**src/hw/rtl/mct_pkg.sv**
```systemverilog
package mct_pkg;

    localparam int SYMBOL_W        = 8;
    localparam int CHAR_W          = 8;
    localparam int PAT_W           = 5;
    localparam int LEN_W           = 3;
    localparam int STEP_W          = 3;
    localparam int QUEUE_DEPTH_DEF = 2;
    localparam int CODE_COUNT      = 36;

    localparam logic [CHAR_W-1:0] CH_DOT   = 8'h2E;
    localparam logic [CHAR_W-1:0] CH_DASH  = 8'h2D;
    localparam logic [CHAR_W-1:0] CH_BAR   = 8'h7C;
    localparam logic [CHAR_W-1:0] CH_SPACE = 8'h20;
    localparam logic [CHAR_W-1:0] CH_NONE  = 8'h00;

    localparam logic [LEN_W-1:0] LEN_MAX      = 3'd5;
    localparam logic [LEN_W-1:0] LEN_TOO_LONG = 3'd6;

    localparam logic DIR_ENCODE = 1'b0;
    localparam logic DIR_DECODE = 1'b1;

    // dash = 1, first symbol in bit len-1
    typedef struct packed {
        logic [CHAR_W-1:0] ch;
        logic [LEN_W-1:0]  len;
        logic [PAT_W-1:0]  pat;
    } code_entry_t;

    // one queued job: optional bar, then n_sym symbols, then the tail char
    typedef struct packed {
        logic              pre_bar;
        logic [LEN_W-1:0]  n_sym;
        logic [PAT_W-1:0]  pat;
        logic [CHAR_W-1:0] tail;
    } job_t;

    localparam code_entry_t CODE_TABLE [CODE_COUNT] = '{
        '{8'h41, 3'd2, 5'b00001}, '{8'h42, 3'd4, 5'b01000}, '{8'h43, 3'd4, 5'b01010},
        '{8'h44, 3'd3, 5'b00100}, '{8'h45, 3'd1, 5'b00000}, '{8'h46, 3'd4, 5'b00010},
        '{8'h47, 3'd3, 5'b00110}, '{8'h48, 3'd4, 5'b00000}, '{8'h49, 3'd2, 5'b00000},
        '{8'h4A, 3'd4, 5'b00111}, '{8'h4B, 3'd3, 5'b00101}, '{8'h4C, 3'd4, 5'b00100},
        '{8'h4D, 3'd2, 5'b00011}, '{8'h4E, 3'd2, 5'b00010}, '{8'h4F, 3'd3, 5'b00111},
        '{8'h50, 3'd4, 5'b00110}, '{8'h51, 3'd4, 5'b01101}, '{8'h52, 3'd3, 5'b00010},
        '{8'h53, 3'd3, 5'b00000}, '{8'h54, 3'd1, 5'b00001}, '{8'h55, 3'd3, 5'b00001},
        '{8'h56, 3'd4, 5'b00001}, '{8'h57, 3'd3, 5'b00011}, '{8'h58, 3'd4, 5'b01001},
        '{8'h59, 3'd4, 5'b01011}, '{8'h5A, 3'd4, 5'b01100},
        '{8'h30, 3'd5, 5'b11111}, '{8'h31, 3'd5, 5'b01111}, '{8'h32, 3'd5, 5'b00111},
        '{8'h33, 3'd5, 5'b00011}, '{8'h34, 3'd5, 5'b00001}, '{8'h35, 3'd5, 5'b00000},
        '{8'h36, 3'd5, 5'b10000}, '{8'h37, 3'd5, 5'b11000}, '{8'h38, 3'd5, 5'b11100},
        '{8'h39, 3'd5, 5'b11110}
    };

    // len = 0 when the character has no code
    function automatic code_entry_t encode_lookup(input logic [CHAR_W-1:0] ch);
        code_entry_t r;
        r = '{ch: CH_NONE, len: '0, pat: '0};
        for (int i = 0; i < CODE_COUNT; i++) begin
            if (CODE_TABLE[i].ch == ch) begin
                r = CODE_TABLE[i];
            end
        end
        return r;
    endfunction

    // CH_NONE when no character has this code
    function automatic logic [CHAR_W-1:0] decode_lookup(input logic [LEN_W-1:0] len,
                                                        input logic [PAT_W-1:0] pat);
        logic [CHAR_W-1:0] r;
        r = CH_NONE;
        for (int i = 0; i < CODE_COUNT; i++) begin
            if (CODE_TABLE[i].len == len && CODE_TABLE[i].pat == pat) begin
                r = CODE_TABLE[i].ch;
            end
        end
        return r;
    endfunction

endpackage

```
**src/hw/rtl/mct_in_if.sv**
```systemverilog
interface mct_in_if;
    import mct_pkg::*;

    logic                valid;
    logic                ready;
    logic [SYMBOL_W-1:0] symbol;
    logic                line_end;

    modport source (output valid, output symbol, output line_end, input ready);
    modport sink   (input valid, input symbol, input line_end, output ready);
endinterface

```
**src/hw/rtl/mct_out_if.sv**
```systemverilog
interface mct_out_if;
    import mct_pkg::*;

    logic              valid;
    logic              ready;
    logic [CHAR_W-1:0] out_char;
    logic              last;

    modport source (output valid, output out_char, output last, input ready);
    modport sink   (input valid, input out_char, input last, output ready);
endinterface

```
**src/hw/rtl/mct_front.sv**
```systemverilog
module mct_front (
    input  logic          clk,
    input  logic          rst_n,
    input  logic          cfg_we,
    input  logic          cfg_data,
    mct_in_if.sink        item,
    input  logic          q_full,
    output logic          push,
    output mct_pkg::job_t push_job
);
    import mct_pkg::*;

    logic             direction_reg;
    logic [PAT_W-1:0] pattern_reg,   pattern_next;
    logic [LEN_W-1:0] length_reg,    length_next;
    logic             malformed_reg, malformed_next;
    logic             is_bar_reg,    is_bar_next;

    logic              accept;
    code_entry_t       enc;
    logic [CHAR_W-1:0] dec;

    assign item.ready = !q_full;
    assign accept     = item.valid && item.ready;
    assign enc        = encode_lookup(item.symbol);
    assign dec        = decode_lookup(length_reg, pattern_reg);

    always_ff @(posedge clk or negedge rst_n)
    begin
        if (!rst_n)
        begin
            direction_reg <= DIR_ENCODE;
            pattern_reg   <= '0;
            length_reg    <= '0;
            malformed_reg <= 1'b0;
            is_bar_reg    <= 1'b0;
        end
        else
        begin
            if (cfg_we)
            begin
                direction_reg <= cfg_data;
            end
            pattern_reg   <= pattern_next;
            length_reg    <= length_next;
            malformed_reg <= malformed_next;
            is_bar_reg    <= is_bar_next;
        end
    end

    always_comb
    begin
        pattern_next   = pattern_reg;
        length_next    = length_reg;
        malformed_next = malformed_reg;
        is_bar_next    = is_bar_reg;
        push           = 1'b0;
        push_job       = '{pre_bar: 1'b0, n_sym: '0, pat: '0, tail: CH_SPACE};
        if (accept)
        begin
            if (direction_reg == DIR_ENCODE)
            begin
                if (item.line_end)
                begin
                    pattern_next   = '0;
                    length_next    = '0;
                    malformed_next = 1'b0;
                    is_bar_next    = 1'b0;
                end
                else
                begin
                    push = 1'b1;
                    if (item.symbol == CH_SPACE)
                    begin
                        push_job.pre_bar = 1'b1;
                    end
                    else
                    begin
                        push_job.n_sym = enc.len;
                        push_job.pat   = enc.pat;
                    end
                end
            end
            else if (item.line_end || item.symbol == CH_SPACE)
            begin
                // token closes
                pattern_next   = '0;
                length_next    = '0;
                malformed_next = 1'b0;
                is_bar_next    = 1'b0;
                if (!malformed_reg)
                begin
                    if (is_bar_reg)
                    begin
                        push = 1'b1;
                    end
                    else if (length_reg >= 3'd1 && length_reg <= LEN_MAX && dec != CH_NONE)
                    begin
                        push          = 1'b1;
                        push_job.tail = dec;
                    end
                end
            end
            else if (item.symbol == CH_BAR)
            begin
                if (length_reg == '0 && !malformed_reg && !is_bar_reg)
                begin
                    is_bar_next = 1'b1;
                end
                else
                begin
                    malformed_next = 1'b1;
                    is_bar_next    = 1'b0;
                end
            end
            else if (item.symbol == CH_DOT || item.symbol == CH_DASH)
            begin
                if (is_bar_reg)
                begin
                    malformed_next = 1'b1;
                    is_bar_next    = 1'b0;
                end
                if (length_reg < LEN_MAX)
                begin
                    pattern_next = {pattern_reg[PAT_W-2:0], item.symbol == CH_DASH};
                    length_next  = length_reg + 3'd1;
                end
                else
                begin
                    length_next = LEN_TOO_LONG;
                end
            end
            else
            begin
                malformed_next = 1'b1;
                is_bar_next    = 1'b0;
            end
        end
    end

endmodule

```
**src/hw/rtl/mct_queue.sv**
```systemverilog
module mct_queue #(
    parameter int DEPTH = mct_pkg::QUEUE_DEPTH_DEF
) (
    input  logic          clk,
    input  logic          rst_n,
    input  logic          push,
    input  mct_pkg::job_t push_job,
    output logic          full,
    input  logic          pop,
    output logic          head_valid,
    output mct_pkg::job_t head_job
);
    import mct_pkg::*;

    localparam int AW = (DEPTH > 1) ? $clog2(DEPTH) : 1;
    localparam int CW = $clog2(DEPTH + 1);

    job_t          entry_reg [DEPTH];
    logic [AW-1:0] wr_ptr_reg, wr_ptr_next;
    logic [AW-1:0] rd_ptr_reg, rd_ptr_next;
    logic [CW-1:0] count_reg,  count_next;
    logic          do_push, do_pop;

    assign full       = (count_reg == CW'(DEPTH));
    assign head_valid = (count_reg != '0);
    assign head_job   = entry_reg[rd_ptr_reg];
    assign do_push    = push && !full;
    assign do_pop     = pop && head_valid;

    always_comb
    begin
        wr_ptr_next = wr_ptr_reg;
        rd_ptr_next = rd_ptr_reg;
        count_next  = count_reg;
        if (do_push)
        begin
            wr_ptr_next = (wr_ptr_reg == AW'(DEPTH - 1)) ? '0 : wr_ptr_reg + 1'b1;
        end
        if (do_pop)
        begin
            rd_ptr_next = (rd_ptr_reg == AW'(DEPTH - 1)) ? '0 : rd_ptr_reg + 1'b1;
        end
        if (do_push && !do_pop)
        begin
            count_next = count_reg + 1'b1;
        end
        else if (do_pop && !do_push)
        begin
            count_next = count_reg - 1'b1;
        end
    end

    always_ff @(posedge clk or negedge rst_n)
    begin
        if (!rst_n)
        begin
            wr_ptr_reg <= '0;
            rd_ptr_reg <= '0;
            count_reg  <= '0;
        end
        else
        begin
            wr_ptr_reg <= wr_ptr_next;
            rd_ptr_reg <= rd_ptr_next;
            count_reg  <= count_next;
        end
    end

    always_ff @(posedge clk)
    begin
        if (do_push)
        begin
            entry_reg[wr_ptr_reg] <= push_job;
        end
    end

endmodule

```
**src/hw/rtl/mct_back.sv**
```systemverilog
module mct_back (
    input  logic          clk,
    input  logic          rst_n,
    input  logic          head_valid,
    input  mct_pkg::job_t head_job,
    output logic          pop,
    mct_out_if.source     result
);
    import mct_pkg::*;

    logic              out_valid_reg, out_valid_next;
    logic [CHAR_W-1:0] out_char_reg,  out_char_next;
    logic              out_last_reg,  out_last_next;
    logic [STEP_W-1:0] step_reg,      step_next;

    logic              load;
    logic              bar_phase;
    logic              sym_phase;
    logic [STEP_W-1:0] sym_k;
    logic [LEN_W-1:0]  bit_idx;
    logic [CHAR_W-1:0] cur_char;

    assign result.valid    = out_valid_reg;
    assign result.out_char = out_char_reg;
    assign result.last     = out_last_reg;

    assign load      = !out_valid_reg || result.ready;
    assign bar_phase = head_job.pre_bar && (step_reg == '0);
    assign sym_k     = step_reg - {{(STEP_W-1){1'b0}}, head_job.pre_bar};
    assign sym_phase = !bar_phase && (sym_k < head_job.n_sym);
    assign bit_idx   = head_job.n_sym - 3'd1 - sym_k;

    always_comb
    begin
        priority if (bar_phase)
        begin
            cur_char = CH_BAR;
        end
        else if (sym_phase)
        begin
            cur_char = head_job.pat[bit_idx] ? CH_DASH : CH_DOT;
        end
        else
        begin
            cur_char = head_job.tail;
        end
    end

    always_comb
    begin
        out_valid_next = out_valid_reg;
        out_char_next  = out_char_reg;
        out_last_next  = out_last_reg;
        step_next      = step_reg;
        pop            = 1'b0;
        if (load)
        begin
            out_valid_next = head_valid;
            if (head_valid)
            begin
                out_char_next = cur_char;
                out_last_next = !bar_phase && !sym_phase;
                if (!bar_phase && !sym_phase)
                begin
                    pop       = 1'b1;
                    step_next = '0;
                end
                else
                begin
                    step_next = step_reg + 1'b1;
                end
            end
        end
    end

    always_ff @(posedge clk or negedge rst_n)
    begin
        if (!rst_n)
        begin
            out_valid_reg <= 1'b0;
            step_reg      <= '0;
        end
        else
        begin
            out_valid_reg <= out_valid_next;
            step_reg      <= step_next;
        end
    end

    always_ff @(posedge clk)
    begin
        out_char_reg <= out_char_next;
        out_last_reg <= out_last_next;
    end

endmodule

```
**src/hw/rtl/morse_code_translator_unit.sv**
```systemverilog
// The first result beat of an item passes through the job queue, then the registered output.
// Throughput: one result beat per cycle while jobs wait and result ready is high; an item
// gives 1 to 6 beats, and items giving no beat cost nothing in the back end. Input is taken every
// cycle while the job queue has room. Reset (rst_n low, asynchronous) selects encode,
// clears the open token, empties the queue and drops result valid.
module morse_code_translator_unit #(
    parameter int QUEUE_DEPTH = mct_pkg::QUEUE_DEPTH_DEF
) (
    input  logic      clk,
    input  logic      rst_n,
    input  logic      cfg_we,
    input  logic      cfg_data,
    mct_in_if.sink    item,
    mct_out_if.source result
);
    import mct_pkg::*;

    // front -> queue
    logic push;
    job_t push_job;
    logic q_full;

    // queue -> back
    logic head_valid;
    job_t head_job;
    logic pop;

    // Front end: holds the direction bit and the decode token, turns each
    // item beat into at most one job (bar, symbols, tail character).
    mct_front u_front (
        .clk      (clk),
        .rst_n    (rst_n),
        .cfg_we   (cfg_we),
        .cfg_data (cfg_data),
        .item     (item),
        .q_full   (q_full),
        .push     (push),
        .push_job (push_job)
    );

    // Short job queue so the front keeps taking beats while a job drains.
    mct_queue #(
        .DEPTH (QUEUE_DEPTH)
    ) u_queue (
        .clk        (clk),
        .rst_n      (rst_n),
        .push       (push),
        .push_job   (push_job),
        .full       (q_full),
        .pop        (pop),
        .head_valid (head_valid),
        .head_job   (head_job)
    );

    // Back end: steps through the head job, one character per beat, into a
    // registered output; pops the job on its tail character (flagged last).
    mct_back u_back (
        .clk        (clk),
        .rst_n      (rst_n),
        .head_valid (head_valid),
        .head_job   (head_job),
        .pop        (pop),
        .result     (result)
    );

endmodule

```
**src/flat_wrapper.sv**
```systemverilog
// flat-port wrapper written by rule: the top's interface ports become plain ports
module morse_code_translator_unit_flat import mct_pkg::*;
#(
    parameter int QUEUE_DEPTH = mct_pkg::QUEUE_DEPTH_DEF
)
  (clk, rst_n, cfg_we, cfg_data, item_valid, item_symbol, item_line_end, item_ready, result_valid, result_out_char, result_last, result_ready);
  mct_in_if item_i ();
  mct_out_if result_i ();
  input  logic clk;
  input  logic rst_n;
  input  logic cfg_we;
  input  logic cfg_data;
  input wire logic [$bits(item_i.valid)-1:0] item_valid;
  input wire logic [$bits(item_i.symbol)-1:0] item_symbol;
  input wire logic [$bits(item_i.line_end)-1:0] item_line_end;
  output wire logic [$bits(item_i.ready)-1:0] item_ready;
  output wire logic [$bits(result_i.valid)-1:0] result_valid;
  output wire logic [$bits(result_i.out_char)-1:0] result_out_char;
  output wire logic [$bits(result_i.last)-1:0] result_last;
  input wire logic [$bits(result_i.ready)-1:0] result_ready;
  assign item_i.valid = item_valid;
  assign item_i.symbol = item_symbol;
  assign item_i.line_end = item_line_end;
  assign item_ready = item_i.ready;
  assign result_valid = result_i.valid;
  assign result_out_char = result_i.out_char;
  assign result_last = result_i.last;
  assign result_i.ready = result_ready;
  morse_code_translator_unit #(.QUEUE_DEPTH(QUEUE_DEPTH)) u_core (.clk(clk), .rst_n(rst_n), .cfg_we(cfg_we), .cfg_data(cfg_data), .item(item_i), .result(result_i));
endmodule
```
**config.mk**
```make
export PLATFORM = sky130hd
export DESIGN_NAME = morse_code_translator_unit_flat
export DESIGN_NICKNAME = d
export VERILOG_FILES = /design/src/hw/rtl/mct_pkg.sv /design/src/hw/rtl/mct_in_if.sv /design/src/hw/rtl/mct_out_if.sv /design/src/hw/rtl/mct_front.sv /design/src/hw/rtl/mct_queue.sv /design/src/hw/rtl/mct_back.sv /design/src/hw/rtl/morse_code_translator_unit.sv /design/src/flat_wrapper.sv
export SDC_FILE = /design/constraint.sdc
export NUM_CORES = 1
export LEC_CHECK = 0
export BUFFER_PORTS_ARGS = -buffer_cell sky130_fd_sc_hd__buf_2
export CORE_ASPECT_RATIO = 1.75
export CORE_MARGIN = 2
export CORE_UTILIZATION = 45
export DETAILED_ROUTE_END_ITERATION = 6
export PLACE_DENSITY_LB_ADDON = 0.1
export SYNTH_ARGS = -nofsm -noshare
export SYNTH_HDL_FRONTEND = slang
export SYNTH_SLANG_ARGS = --single-unit
```
**constraint.sdc**
```tcl
create_clock -name clk -period 4.59 [get_ports clk]
set_clock_uncertainty 0.15 [all_clocks]
set_input_delay 0.918 -clock clk [delete_from_list [all_inputs] [get_ports clk]]
set_output_delay 0.918 -clock clk [all_outputs]
set_load 0.02 [all_outputs]
```
==> results by stage <==
Placement:
- Input and output buffers added on the ports amount to 24.
- Routability-driven placement finished with a final weighted congestion of 0.9070.
- Detailed placement finished with a half-perimeter wire length of 7.138 mm.
- Summing all placed instances gives a cell area of 0.004303 mm^2.
- Before CTS, the worst setup slack after placement is 1159 ps.

Die:
- The core region is 0.008979 mm^2.
- The width of the chip is 76.46 um.
- The die extent in y is 130.8 um.
- The die area is 0.01000 mm^2.
- During I/O placement, the number of pins put on the boundary was 26.
- The initial utilization of the core area, before any placement, comes to 46.04%.
- The initialized floorplan defines 46 standard-cell rows.

Finish:
- Of the cells placed in the final design, the portion with a size suffix greater than 1 is 13.39%.
- The post-route cell area is 0.004566 mm^2.
- The area growth from synthesis to layout is 10.44%.
- The number of nets in the finished design is 487.
- The filler cells instantiated in the layout total 861.
- The number of flip-flops under the largest register name is 32.
- The repair_antennas step left the layout with diodes totalling 0.

Worst setup path:
- Traced cell by cell, the critical path runs through mux2_2 > ha_1 > ha_1 > inv_1 > ha_1 > nor2b_1 > o21ai_0 > nor2b_1 > nor2_1 > nand2_1 > ha_1 > xor2_1 > nor2_1 > xor2_1.
- The critical path class is flip-flop to flip-flop.
- The capture instance of the worst register-to-register path is u_core.u_queue.count_reg[1]$_DFFE_PN0P_.
- The sum of buffers and inverters on the critical path is 1.
- In this run the worst path has a maximum fanout of 9.
- The slowest stage of the critical path belongs to the cell sky130_fd_sc_hd__nor2_1.
- The critical path endpoint is u_core.u_queue.count_reg[1]$_DFFE_PN0P_.
- Measured in cells, the most critical reg-to-reg path has a length of 14.
- The startpoint identified for the worst register-to-register timing path is u_core.u_queue.rd_ptr_reg$_DFFE_PN0P_.
- In this design, the stage delay of the slowest critical-path cell is 420 ps.
- The data arrival time of the critical path is 3520 ps.
- In this run the register-to-register setup slack is 1170 ps.
- The data required time at the worst endpoint is 4690 ps.
- On the critical path the largest part of the delay comes from simple AND/OR/NAND/NOR gates.
- STA classifies the critical path startpoint as a flip-flop.
- The critical path capture point type is a flip-flop.
- The most numerous cell on the critical path is sky130_fd_sc_hd__ha_1.
- In this run the worst setup path begins at u_core.u_queue.rd_ptr_reg$_DFFE_PN0P_.
- The total number of cells along the worst setup path is 14.

Logic synthesis:
- Of all flip-flops after synthesis, the portion carrying an async set or reset was 32.20%.
- The synthesized area is 0.004134 mm^2.
- Of all cell types, the one taking the most synthesized area is sky130_fd_sc_hd__edfxtp_1.
- The synthesized instance count is 448.
- Yosys mapped a number of flops with a built-in enable equal to 40.
- The synthesized design contains 59 register bits.
- The portion of synthesized cell area occupied by the leading cell type is 29.06%.
- The number of nets produced by synthesis is 477.
- The number of synthesis warnings is 0.
- Yosys attributes the largest share of cell area to sky130_fd_sc_hd__edfxtp_1, sky130_fd_sc_hd__dfrtp_1, sky130_fd_sc_hd__nor2_1, sky130_fd_sc_hd__ha_1, sky130_fd_sc_hd__nand2_1.
- The synthesized netlist contains 74 unique library cells.
- The sequential-to-total area share from yosys stat is 40.56%.
- The mean cell area of the mapped netlist is 9.228 um^2.
- In the synthesized netlist the dominant register cell turns out to be sky130_fd_sc_hd__edfxtp_1.

Min path:
- The kind of path behind the tightest hold check is flip-flop to flip-flop.
- The critical hold path startpoint is u_core.u_queue.wr_ptr_reg$_DFFE_PN0P_.

Clock network:
- The clock tree buffer depth is 2.
- The clock insertion delay at the later pin of the skew report is 330 ps.
- The clock edge transition at the registers on the reported setup and hold paths is 50 ps.
- The cell sitting at the root of the clock tree is a sky130_fd_sc_hd__clkbuf_16.
- Once the clock tree was built, the resizer swapped 0 gates to a different size.
- The number of buffers added by the clock tree synthesis step is 9.
- The sink count of the clock tree is 59.
- The total setup buffers inserted after CTS is 0.
- The H-tree level count is 3.
- Buffers inserted to repair hold after CTS numbered 0.
- The clock tree from TritonCTS is done.

Drt:
- For this block, the initial DRC count from the detailed router was 229.
- Before antenna repair, the detailed router went through 4 iterations.
- The number of nets with antenna violations after detailed routing is 0.
- Wires add up to 9.831 mm.
- Dividing the detail-routed wire length by the instance count gives 16.86 um.
- The routed layout has 3470 vias.
- For this run, design rule violations remaining after detail routing come to 0.
- The mean number of vias per cell is 5.952.

STA:
- The minimum setup slack in the final design is 1174 ps.
- After layout, the minimum clock period comes to 3416 ps.
- The final count of pins violating max slew came to 0.
- The sum of negative setup slack is 0 ps.
- Measured against its own limit, the worst slew margin works out to 37.96%.
- Timing would allow up to 0.2927 GHz.
- The share of the clock period used by the worst path after layout is 74.43%.
- The number of failing hold endpoints at the final stage is 0.
- The pin slew with the least headroom to its limit is 930.6 ps.
- Setup violations remaining at the end of the flow were counted as 0.
- Setup repair after global routing left no endpoint under its margin.

Run status:
- The flow ran to the end, and the final reports show no timing, DRC or antenna violations.

Global routing:
- The first-pass GRT wire length is 16.35 mm.
- The pin count of the biggest net entering global routing is 32.
- Global routing used 20.73% of the available tracks.
- The initial antenna violation count is 0.
- The via count of the first global-routing pass is 3335.
- The total overflow left after global routing is 0.

Job:
- The number of violations of the max-capacitance limit is 0.

Power:
- The post-layout total power is 2.362 mW.
- For this design the static power due to leakage is 1.714 nW.
- The peak supply drop is 0.2536 mV.
- The power density normalized to cell area is 517.3 mW/mm^2.
## layout by cell type, fill, tap and decap left out, types with 15 or more instances in the layout
cell,instances
sky130_fd_sc_hd__nand2_1,39
sky130_fd_sc_hd__edfxtp_1,40
sky130_fd_sc_hd__nor2_1,44
sky130_fd_sc_hd__inv_1,15
sky130_fd_sc_hd__o21ai_0,25
sky130_fd_sc_hd__a21oi_1,27
sky130_fd_sc_hd__buf_2,24
sky130_fd_sc_hd__dfrtp_1,19
## metrics by stage
stage / utilization (%) / hold slack [ps] / std cells
final: 50.85 / 348.8 / 583
after global placement: 47.92 / 335.2 / 567
after CTS: 50.85 / 345.4 / 583
after floorplan: - / 316.6 / 448
after detailed placement: 47.92 / 334.1 / 567
after global routing: 50.85 / 365.0 / 583
## worst register-to-register path: stages (launching register included)
cell	delay [ps]
sky130_fd_sc_hd__dfrtp_1	360
sky130_fd_sc_hd__mux2_2	370
sky130_fd_sc_hd__ha_1	190
sky130_fd_sc_hd__ha_1	320
sky130_fd_sc_hd__inv_1	60
sky130_fd_sc_hd__ha_1	270
sky130_fd_sc_hd__nor2b_1	110
sky130_fd_sc_hd__o21ai_0	90
sky130_fd_sc_hd__nor2b_1	190
sky130_fd_sc_hd__nor2_1	420
sky130_fd_sc_hd__nand2_1	190
sky130_fd_sc_hd__ha_1	240
sky130_fd_sc_hd__xor2_1	140
sky130_fd_sc_hd__nor2_1	120
sky130_fd_sc_hd__xor2_1	140
## logic make-up (layout without fill, tap and decap cells)
family | Yosys count | count (layout) | share of synthesized area (%)
multiplexers | 18 | 18 | 5.054
AO/OA/AOI/OAI | 125 | 125 | 20.98
XOR/XNOR | 9 | 9 | 1.907
AND/OR/NAND/NOR | 175 | 175 | 22.09
flip-flops | 59 | 59 | 40.56
other | 1 | 1 | 0.09071
buffers and inverters | 47 | 62 | 4.903
adder cells (fa/ha/maj) | 14 | 14 | 4.419
## worst min-delay path by stage
stage / depth (start not counted) / slack (ps) / end
after floorplan: 1 / 320 / u_core.u_queue.wr_ptr_reg$_DFFE_PN0P_
after global placement: 2 / 340 / u_core.u_back.result.valid$_DFFE_PN0N_
after global routing: 1 / 360 / u_core.u_queue.wr_ptr_reg$_DFFE_PN0P_
after detailed placement: 1 / 330 / u_core.u_queue.wr_ptr_reg$_DFFE_PN0P_
final: 1 / 350 / u_core.u_queue.wr_ptr_reg$_DFFE_PN0P_
after CTS: 1 / 350 / u_core.u_queue.wr_ptr_reg$_DFFE_PN0P_
## area by class of cell
cell class / count / area, um^2 / share of cell area [%]
multi-input combinational: 342 / 2255 / 49.38
sequential: 59 / 1677 / 36.72
clock buffer: 10 / 229.0 / 5.015
timing repair buffer: 29 / 157.7 / 3.453
tap: 120 / 150.1 / 3.289
inverter: 17 / 63.81 / 1.398
clock inverter: 6 / 33.78 / 0.7399
## Yosys cell counts (all sizes together), types with 6 or more instances
library cell and count:
a21oi 27, a31oi 8, buf 17, clkbuf 13
dfrtp 19, edfxtp 40, ha 13, inv 15
mux2i 13, nand2 39, nand2b 12, nand3 12
nand4 6, nor2 44, nor2b 9, nor3 14
o21ai 25, o22ai 9, or2 7
## power breakdown
part,leakage (nW),internal [mW],switching (mW),total (mW)
Combinational,0.982,0.400,0.583,0.983
Sequential,0.607,0.720,0.0723,0.792
Clock,0.126,0.359,0.228,0.587
Total,1.71,1.48,0.883,2.36
## routing by layer
metal / GRT usage, % / routed length, um
met1: 23.84 / 3970
met3: 3.365 / 387
met5: 0 / 0
met4: 9.305 / 211
met2: 37.95 / 5262
(Power assumes the default switching activity.)
